### config.mk
export PLATFORM = sky130hd
export DESIGN_NAME = hdlc_byte_stuffing_deframer
export DESIGN_NICKNAME = d
export VERILOG_FILES = /design/src/hdl/hdlc_dfr_pkg.sv /design/src/hdl/hdlc_dfr_core.sv /design/src/hdl/hdlc_byte_stuffing_deframer.sv
export SDC_FILE = /design/constraint.sdc
export NUM_CORES = 1
export LEC_CHECK = 0
export BUFFER_PORTS_ARGS = -buffer_cell sky130_fd_sc_hd__buf_4
export CAP_MARGIN = 20
export CORE_MARGIN = 2
export CORE_UTILIZATION = 59
export DETAILED_ROUTE_END_ITERATION = 8
export MAX_ROUTING_LAYER = met4
export PLACE_DENSITY = 0.79
export SLEW_MARGIN = 20
export SYNTH_ARGS = -nofsm -noshare
export SYNTH_HDL_FRONTEND = slang
export SYNTH_SLANG_ARGS = --single-unit
### constraint.sdc
create_clock -name clk_i -period 3.5 [get_ports clk_i]
set_input_delay 0.35 -clock clk_i [delete_from_list [all_inputs] [get_ports clk_i]]
set_output_delay 0.35 -clock clk_i [all_outputs]
set_load 0.05 [all_outputs]
### src/hdl/hdlc_dfr_pkg.sv
package hdlc_dfr_pkg;

  // Framing and escape octets.
  localparam logic [7:0] FlagByte = 8'h7E;
  localparam logic [7:0] EscByte  = 8'h7D;
  localparam logic [7:0] EscXor   = 8'h20;

  // FCS-16, reflected form.
  localparam logic [15:0] FcsInit = 16'hFFFF;
  localparam logic [15:0] FcsGood = 16'hF0B8;
  localparam logic [15:0] FcsPoly = 16'h8408;

  // Result kinds as carried on the output tuser.
  typedef enum logic [1:0] {
    KindPayload  = 2'd0,
    KindGood     = 2'd1,
    KindBadCrc   = 2'd2,
    KindOverflow = 2'd3
  } kind_e;

  // One result item.
  typedef struct packed {
    kind_e      kind;
    logic [7:0] data_byte;
    logic [7:0] frame_length;
  } result_t;

  // Byte-wide FCS-16 update, eight shift steps on a 16-bit value.
  function automatic logic [15:0] fcs_update(input logic [15:0] crc, input logic [7:0] b);
    logic [15:0] c;
    c = crc ^ {8'h00, b};
    for (int i = 0; i < 8; i++) begin
      if (c[0]) begin
        c = (c >> 1) ^ FcsPoly;
      end else begin
        c = c >> 1;
      end
    end
    return c;
  endfunction

endpackage

### src/hdl/hdlc_dfr_core.sv
module hdlc_dfr_core #(
  parameter int unsigned BUF_SIZE = 128
) (
  input  logic                  clk_i,
  input  logic                  rst_ni,
  input  logic                  rx_enable_i,
  input  logic                  step_valid_i,
  input  logic [7:0]            step_byte_i,
  input  logic                  out_ready_i,
  output logic                  advance_o,
  output logic                  out_valid_o,
  output hdlc_dfr_pkg::result_t out_o
);

  localparam logic [7:0] BufLimit = BUF_SIZE[7:0];

  // Deframer state.
  logic        in_frame_q, in_frame_d;
  logic [7:0]  prev_byte_q, prev_byte_d;
  logic        esc_q, esc_d;
  logic [15:0] crc_q, crc_d;
  logic [7:0]  count_q, count_d;
  logic [7:0]  hold0_q, hold0_d, hold1_q, hold1_d;

  // Result register.
  logic                  out_valid_q, out_valid_d;
  hdlc_dfr_pkg::result_t out_q, out_d;

  logic        do_step;
  logic        frame_start, frame_take, frame_close;
  logic        base_esc;
  logic [15:0] base_crc;
  logic [7:0]  base_count;
  logic [7:0]  unesc_byte;
  logic        got;
  logic        res_valid;
  hdlc_dfr_pkg::result_t res;

  // The stage moves on whenever the result register is free or being drained.
  assign advance_o = !out_valid_q || out_ready_i;
  assign do_step   = step_valid_i && advance_o && rx_enable_i;

  // Classify the byte against the framing state.
  assign frame_start = !in_frame_q && (prev_byte_q == hdlc_dfr_pkg::FlagByte) &&
                       (step_byte_i != hdlc_dfr_pkg::FlagByte);
  assign frame_take  = in_frame_q && (step_byte_i != hdlc_dfr_pkg::FlagByte);
  assign frame_close = in_frame_q && (step_byte_i == hdlc_dfr_pkg::FlagByte);

  // A new frame starts from cleared counters and a fresh FCS.
  assign base_esc   = frame_start ? 1'b0 : esc_q;
  assign base_crc   = frame_start ? hdlc_dfr_pkg::FcsInit : crc_q;
  assign base_count = frame_start ? 8'd0 : count_q;
  assign unesc_byte = base_esc ? (step_byte_i ^ hdlc_dfr_pkg::EscXor) : step_byte_i;
  assign got        = (base_count >= 8'd2);

  // Next state and result for one byte.
  always_comb begin
    in_frame_d  = in_frame_q;
    prev_byte_d = prev_byte_q;
    esc_d       = esc_q;
    crc_d       = crc_q;
    count_d     = count_q;
    hold0_d     = hold0_q;
    hold1_d     = hold1_q;
    res_valid   = 1'b0;
    res         = '{kind: hdlc_dfr_pkg::KindPayload, data_byte: 8'h00, frame_length: 8'h00};
    if (do_step) begin
      prev_byte_d = step_byte_i;
      if (frame_start || frame_take) begin
        if (frame_start) begin
          in_frame_d = 1'b1;
        end
        if (step_byte_i == hdlc_dfr_pkg::EscByte) begin
          esc_d   = 1'b1;
          crc_d   = base_crc;
          count_d = base_count;
        end else begin
          esc_d   = 1'b0;
          crc_d   = hdlc_dfr_pkg::fcs_update(base_crc, unesc_byte);
          hold0_d = hold1_q;
          hold1_d = unesc_byte;
          count_d = base_count + 8'd1;
        end
        if (frame_take) begin
          if (count_d >= BufLimit) begin
            // Buffer full: abort the frame and drop the held byte.
            in_frame_d = 1'b0;
            count_d    = 8'd0;
            res_valid  = 1'b1;
            res.kind   = hdlc_dfr_pkg::KindOverflow;
          end else if ((step_byte_i != hdlc_dfr_pkg::EscByte) && got) begin
            res_valid     = 1'b1;
            res.data_byte = hold0_q;
          end
        end
      end else if (frame_close) begin
        in_frame_d = 1'b0;
        count_d    = 8'd0;
        res_valid  = 1'b1;
        if ((crc_q == hdlc_dfr_pkg::FcsGood) && (count_q >= 8'd2)) begin
          res.kind         = hdlc_dfr_pkg::KindGood;
          res.frame_length = count_q - 8'd2;
        end else begin
          res.kind = hdlc_dfr_pkg::KindBadCrc;
        end
      end
    end
  end

  // Result register loads whenever the stage advances.
  always_comb begin
    out_valid_d = out_valid_q;
    out_d       = out_q;
    if (advance_o) begin
      out_valid_d = res_valid;
      out_d       = res;
    end
  end

  always_ff @(posedge clk_i or negedge rst_ni) begin
    if (!rst_ni) begin
      in_frame_q  <= 1'b0;
      prev_byte_q <= hdlc_dfr_pkg::FlagByte;
      esc_q       <= 1'b0;
      crc_q       <= hdlc_dfr_pkg::FcsInit;
      count_q     <= 8'd0;
      out_valid_q <= 1'b0;
    end else begin
      in_frame_q  <= in_frame_d;
      prev_byte_q <= prev_byte_d;
      esc_q       <= esc_d;
      crc_q       <= crc_d;
      count_q     <= count_d;
      out_valid_q <= out_valid_d;
    end
  end

  // Holdback bytes and result payload need no reset.
  always_ff @(posedge clk_i) begin
    hold0_q <= hold0_d;
    hold1_q <= hold1_d;
    out_q   <= out_d;
  end

  assign out_valid_o = out_valid_q;
  assign out_o       = out_q;

endmodule

### src/hdl/hdlc_byte_stuffing_deframer.sv
// HDLC byte-stuffing deframer with FCS-16 check.
// Received line bytes arrive on the s_axis stream, one byte per transfer.
// Results leave on the m_axis stream: tuser carries the kind (payload byte,
// frame good, frame bad CRC, overflow abort) and tdata the payload byte and
// the frame length. Escape bytes, flags and the two trailing FCS bytes never
// appear as payload; a bytes-in-frame count reaching BUF_SIZE aborts the frame.
// The cfg channel writes rx_enable; while it is low every byte is dropped.
// It is always ready and should be written only while the block is idle.
// An input transfer waits in the input register, then passes through the
// unescape and FCS logic into the result register. Throughput is one byte per
// cycle while the receiver does not stall, set by the single byte-wide FCS
// update between those registers.
// When the receiver stalls, the held result waits in the result register and
// one more byte waits in the input register; s_axis_tready then drops.
// Reset clears the frame state, the enable and both valid bits; the first
// frame may start with the first non-flag byte after reset.
module hdlc_byte_stuffing_deframer #(
  parameter int unsigned BUF_SIZE = 128
) (
  input  logic        clk_i,
  input  logic        rst_ni,
  input  logic        s_axis_tvalid,
  output logic        s_axis_tready,
  input  logic [7:0]  s_axis_tdata,   // [7:0] rx_byte
  output logic        m_axis_tvalid,
  input  logic        m_axis_tready,
  output logic [15:0] m_axis_tdata,   // [7:0] data_byte, [15:8] frame_length
  output logic [1:0]  m_axis_tuser,   // [1:0] kind
  input  logic        cfg_valid_i,
  output logic        cfg_ready_o,
  input  logic        cfg_data_i      // rx_enable
);

  logic                  rx_enable_q;
  logic                  in_valid_q;
  logic [7:0]            in_byte_q;
  logic                  advance;
  hdlc_dfr_pkg::result_t result;

  // Configuration register, always ready.
  assign cfg_ready_o = 1'b1;

  always_ff @(posedge clk_i or negedge rst_ni) begin
    if (!rst_ni) begin
      rx_enable_q <= 1'b0;
    end else if (cfg_valid_i) begin
      rx_enable_q <= cfg_data_i;
    end
  end

  // Input register: refills while empty or while the downstream stage advances.
  assign s_axis_tready = !in_valid_q || advance;

  always_ff @(posedge clk_i or negedge rst_ni) begin
    if (!rst_ni) begin
      in_valid_q <= 1'b0;
    end else if (s_axis_tready) begin
      in_valid_q <= s_axis_tvalid;
    end
  end

  always_ff @(posedge clk_i) begin
    if (s_axis_tvalid && s_axis_tready) begin
      in_byte_q <= s_axis_tdata;
    end
  end

  hdlc_dfr_core #(
    .BUF_SIZE(BUF_SIZE)
  ) u_core (
    .clk_i       (clk_i),
    .rst_ni      (rst_ni),
    .rx_enable_i (rx_enable_q),
    .step_valid_i(in_valid_q),
    .step_byte_i (in_byte_q),
    .out_ready_i (m_axis_tready),
    .advance_o   (advance),
    .out_valid_o (m_axis_tvalid),
    .out_o       (result)
  );

  assign m_axis_tdata = {result.frame_length, result.data_byte};
  assign m_axis_tuser = result.kind;

endmodule

==> metrics <==
outcome=completed; post-placement setup slack=about 850 ps; critical path peak fanout=17; clock buffer depth=2; post-synthesis area per instance=11.3 sq um; static leakage=1.78 nW; Total Power=2.42 mW; DRC violation total after the first TritonRoute iteration=171; mean routed wirelength per cell=between 15 and 20 microns; Netlist Area Pre-Place=just under 4000 sq um; endpoint of the worst-slack reg-to-reg timing path=u_core.count_q[6]$_DFFE_PN0P_; Layout Area Growth over Synthesis=13.2%; RSZ-0062 raised after global routing=no; CTS HTree Levels=3; via count of the first global-routing pass=between 2k and 3k; insertion delay to the later sink of the worst-skew pair=roughly 360 ps; kind of cell adding the most delay to the critical path=simple AND/OR/NAND/NOR gates; DPL Wire Length=around 5400 microns; maximum cell stage delay along the critical path=slightly below 600 ps; top cell type's share of synthesized area=0.323; Met3 Wirelength=~380 microns; antenna violations before repair=0; final estimated routing congestion in global placement=0.915; number of top-level design ports=35; worst r2r src=in_byte_q[3]$_DFFE_PP_; clock tree from TritonCTS=done; largest area contributor in the synthesized netlist=sky130_fd_sc_hd__edfxtp_1; Max VDD drop=around 0.00041 V; CTS buffer count=9; crit-path cells=nand4_1, nor4b_4, nor2_4, nor2_1, ha_1, and4_1, and4_1, o21ai_0, nand2_1, o21ai_1; startpoint-to-endpoint class of the critical path=reg2reg; Vias=approximately 2.7k; Die X=approximately 85 microns; nets@finish=around 400; share of the clock period used by the worst path after layout=0.781; Initial Utilization=0.611; Synth Register Bits=between 70 and 80; library cell appearing most often on the critical path=sky130_fd_sc_hd__and4_1; buffer and inverter count on the worst path=0; Final Routed Wirelength=about 7700 microns; sinks on the clock net=79; Critical Path AT=a little under 3000 ps; Hold Startpoint=s_axis_tdata[1]; DIE AREA=a little over 7000 sq um; worst-case reg-to-reg path depth=10; count of cell types in the netlist=between 60 and 70; most frequently used cell type in the post-synthesis netlist=sky130_fd_sc_hd__nand2_1; number of filler instances in the final layout=476; clk_skew=approximately 7.5 ps; Synthesized Nets=between 300 and 400; number of inserted diodes=0; area of the core=between 6000 and 7000 sq um; ANT nets after route=0; layout cells sized above 1=0.249; endpoints failing hold=0; class of the worst hold path=in2reg; Crit-path slowest cell=sky130_fd_sc_hd__nor4b_4; async set-reset flop share out of synthesis=0.468; Die Y-Extent=between 80 and 90 microns; count of flip-flops with a built-in enable after synthesis=42; sort of element at the start of the critical path=flop; fin worst setup slack=~770 ps; FF-to-FF setup slack=about 770 ps; cells resized by post-CTS repair=0; Cells on Worst Hold Path=1; CTS clock-pin slew for the worst setup and hold paths=roughly 80 ps; clock period minus worst slack=2730 ps; maximum clock frequency=roughly 0.37 GHz; number of cell rows=29; Post-route DRC=0; cell types with the highest counts after synthesis=sky130_fd_sc_hd__nand2_1 (46), sky130_fd_sc_hd__edfxtp_1 (42), sky130_fd_sc_hd__nor2_1 (32), sky130_fd_sc_hd__dfstp_2 (22), sky130_fd_sc_hd__a21oi_1 (20); Slew Limit Fails=0; count of mapped cells out of synthesis=roughly 350; Worst setup EP type=flop; number of setup buffers added after CTS=0; Congestion Overflow GR=0; met2 WL post-DR=3680 microns; endpoint of the worst hold-timing path=in_byte_q[1]$_DFFE_PP_; count of max-cap constraint violations=0; portion of the post-synthesis area used by sequential elements=0.568; total number of yosys warnings=0; cell at the root of the clock tree=sky130_fd_sc_hd__clkbuf_8; measured slew at the worst slew-check pin=approximately 740 ps; power density over cell area=between 500 and 600 nW/um^2; top area cells in the synthesized netlist=sky130_fd_sc_hd__edfxtp_1 (32%), sky130_fd_sc_hd__dfstp_2 (15%), sky130_fd_sc_hd__dfrtp_1 (9.6%), sky130_fd_sc_hd__nand2_1 (4.4%), sky130_fd_sc_hd__xnor2_1 (4.3%); data required time of the worst path=3730 ps; maximum number of pins on one net before global-route repair=38; drt via density=5.84; number of setup violations in the final report=0; Slew headroom=0.499; port buffer count=33; Post-Route M1 WL=approximately 3400 microns; drt pass-1 iters=4; post-route setup TNS=0 ps; Total Routing Usage GR=0.234; uppermost routed layer=met4; first-pass GRT wire length=roughly 13000 microns; Primary FF master, synth=sky130_fd_sc_hd__edfxtp_1
-- sequential cells by signal (all words and copies together), names as in the netlist --
| signal | flops |
|---|---|
| in_byte_q | 8 |
| in_valid_q | 1 |
| rx_enable_q | 1 |
| u_core.count_q | 8 |
| u_core.crc_q | 16 |
| u_core.esc_q | 1 |
| u_core.hold0_q | 8 |
| u_core.hold1_q | 8 |
| u_core.in_frame_q | 1 |
| u_core.out_o | 18 |
| u_core.out_valid_o | 1 |
| u_core.prev_byte_q | 8 |
-- metal layers --
metal / GRT usage / vias up
met2: 0.353 / 89
met5: - / -
met4: 0.111 / 0
met3: 0.0457 / 19
li1: - / 1289
met1: 0.306 / 1299
-- timing repair --
action                                  4_1_cts  5_1_grt
hold buffers                                  1        0
endpoints found under the setup margin        0        0
endpoints found under the hold margin        15        0
-- worst max-delay path by stage --
| stage | startpoint | slack, ps | endpoint | cells past startpoint |
|---|---|---|---|---|
| 2_1_floorplan | u_core.out_valid_o$_DFFE_PN0P_ | 650 | u_core.hold0_q[0]$_DFFE_PP_ | 5 |
| 3_5_place_dp | in_byte_q[3]$_DFFE_PP_ | 850 | u_core.count_q[6]$_DFFE_PN0P_ | 10 |
| 3_3_place_gp | in_byte_q[3]$_DFFE_PP_ | 940 | u_core.count_q[6]$_DFFE_PN0P_ | 10 |
| 4_1_cts | in_byte_q[3]$_DFFE_PP_ | 830 | u_core.count_q[6]$_DFFE_PN0P_ | 10 |
| 5_1_grt | in_byte_q[3]$_DFFE_PP_ | 530 | u_core.count_q[6]$_DFFE_PN0P_ | 10 |
| 6_report | in_byte_q[3]$_DFFE_PP_ | 770 | u_core.count_q[6]$_DFFE_PN0P_ | 10 |
-- cells by family after synthesis --
family / synth area share
adder cells (fa/ha/maj): 0.00963
AND/OR/NAND/NOR: 0.200
AO/OA/AOI/OAI: 0.111
flip-flops: 0.568
XOR/XNOR: 0.0735
multiplexers: 0.00642
buffers and inverters: 0.0298
other: 0.000962
-- final cells by class --
cell class	instances	area [sq um]	share of cell area
Timing Repair Buffer	38	288	0.0652
Sequential cell	79	2210	0.502
Clock buffer	10	128	0.0289
Tap cell	77	96.3	0.0218
Multi-Input combinational cell	245	1570	0.355
Clock inverter	6	91.3	0.0207
Inverter	7	26.3	0.00596
-- worst register-to-register path: cells and delay by family (launching register included) --
family                   cells  cell delay [ps]
AO/OA/AOI/OAI                2              150
flip-flops                   1              540
adder cells (fa/ha/maj)      1              180
AND/OR/NAND/NOR              7             1730
-- layout by cell type, fill, tap and decap left out, drive strengths merged, types with 2 or more instances in the layout --
cell    instances
nand4           4
o21a            2
nand4b          2
buf            37
nor2           34
nand2          46
inv             9
xnor2          21
a31oi           2
nand2b          6
bufinv          2
ha              3
o211ai          3
nor2b           2
o21ai          22
and2           10
xor2           10
edfxtp         42
o31ai           5
clkinv          2
and4            4
nand3           6
dfstp          22
clkbuf         10
nand3b          3
nor4b           3
nor3           10
or2             2
a21oi          24
dfrtp          15
nor3b           2
-- power by group --
group,switching (mW),leakage (nW),total [mW],internal (mW)
combinational,0.233,0.790,0.449,0.216
clock,0.342,0.111,0.748,0.407
sequential,0.102,0.874,1.22,1.12
-- metrics by stage --
step           utilization  cells  hold slack, ps  cell area [sq um]
2_1_floorplan            -    345            54.4               3900
3_3_place_gp         0.655    445             333               4180
3_5_place_dp         0.655    445             342               4180
4_1_cts              0.691    462             152               4410
5_1_grt              0.691    462             146               4410
6_report             0.691    462             161               4410
(Power assumes the default switching activity.)
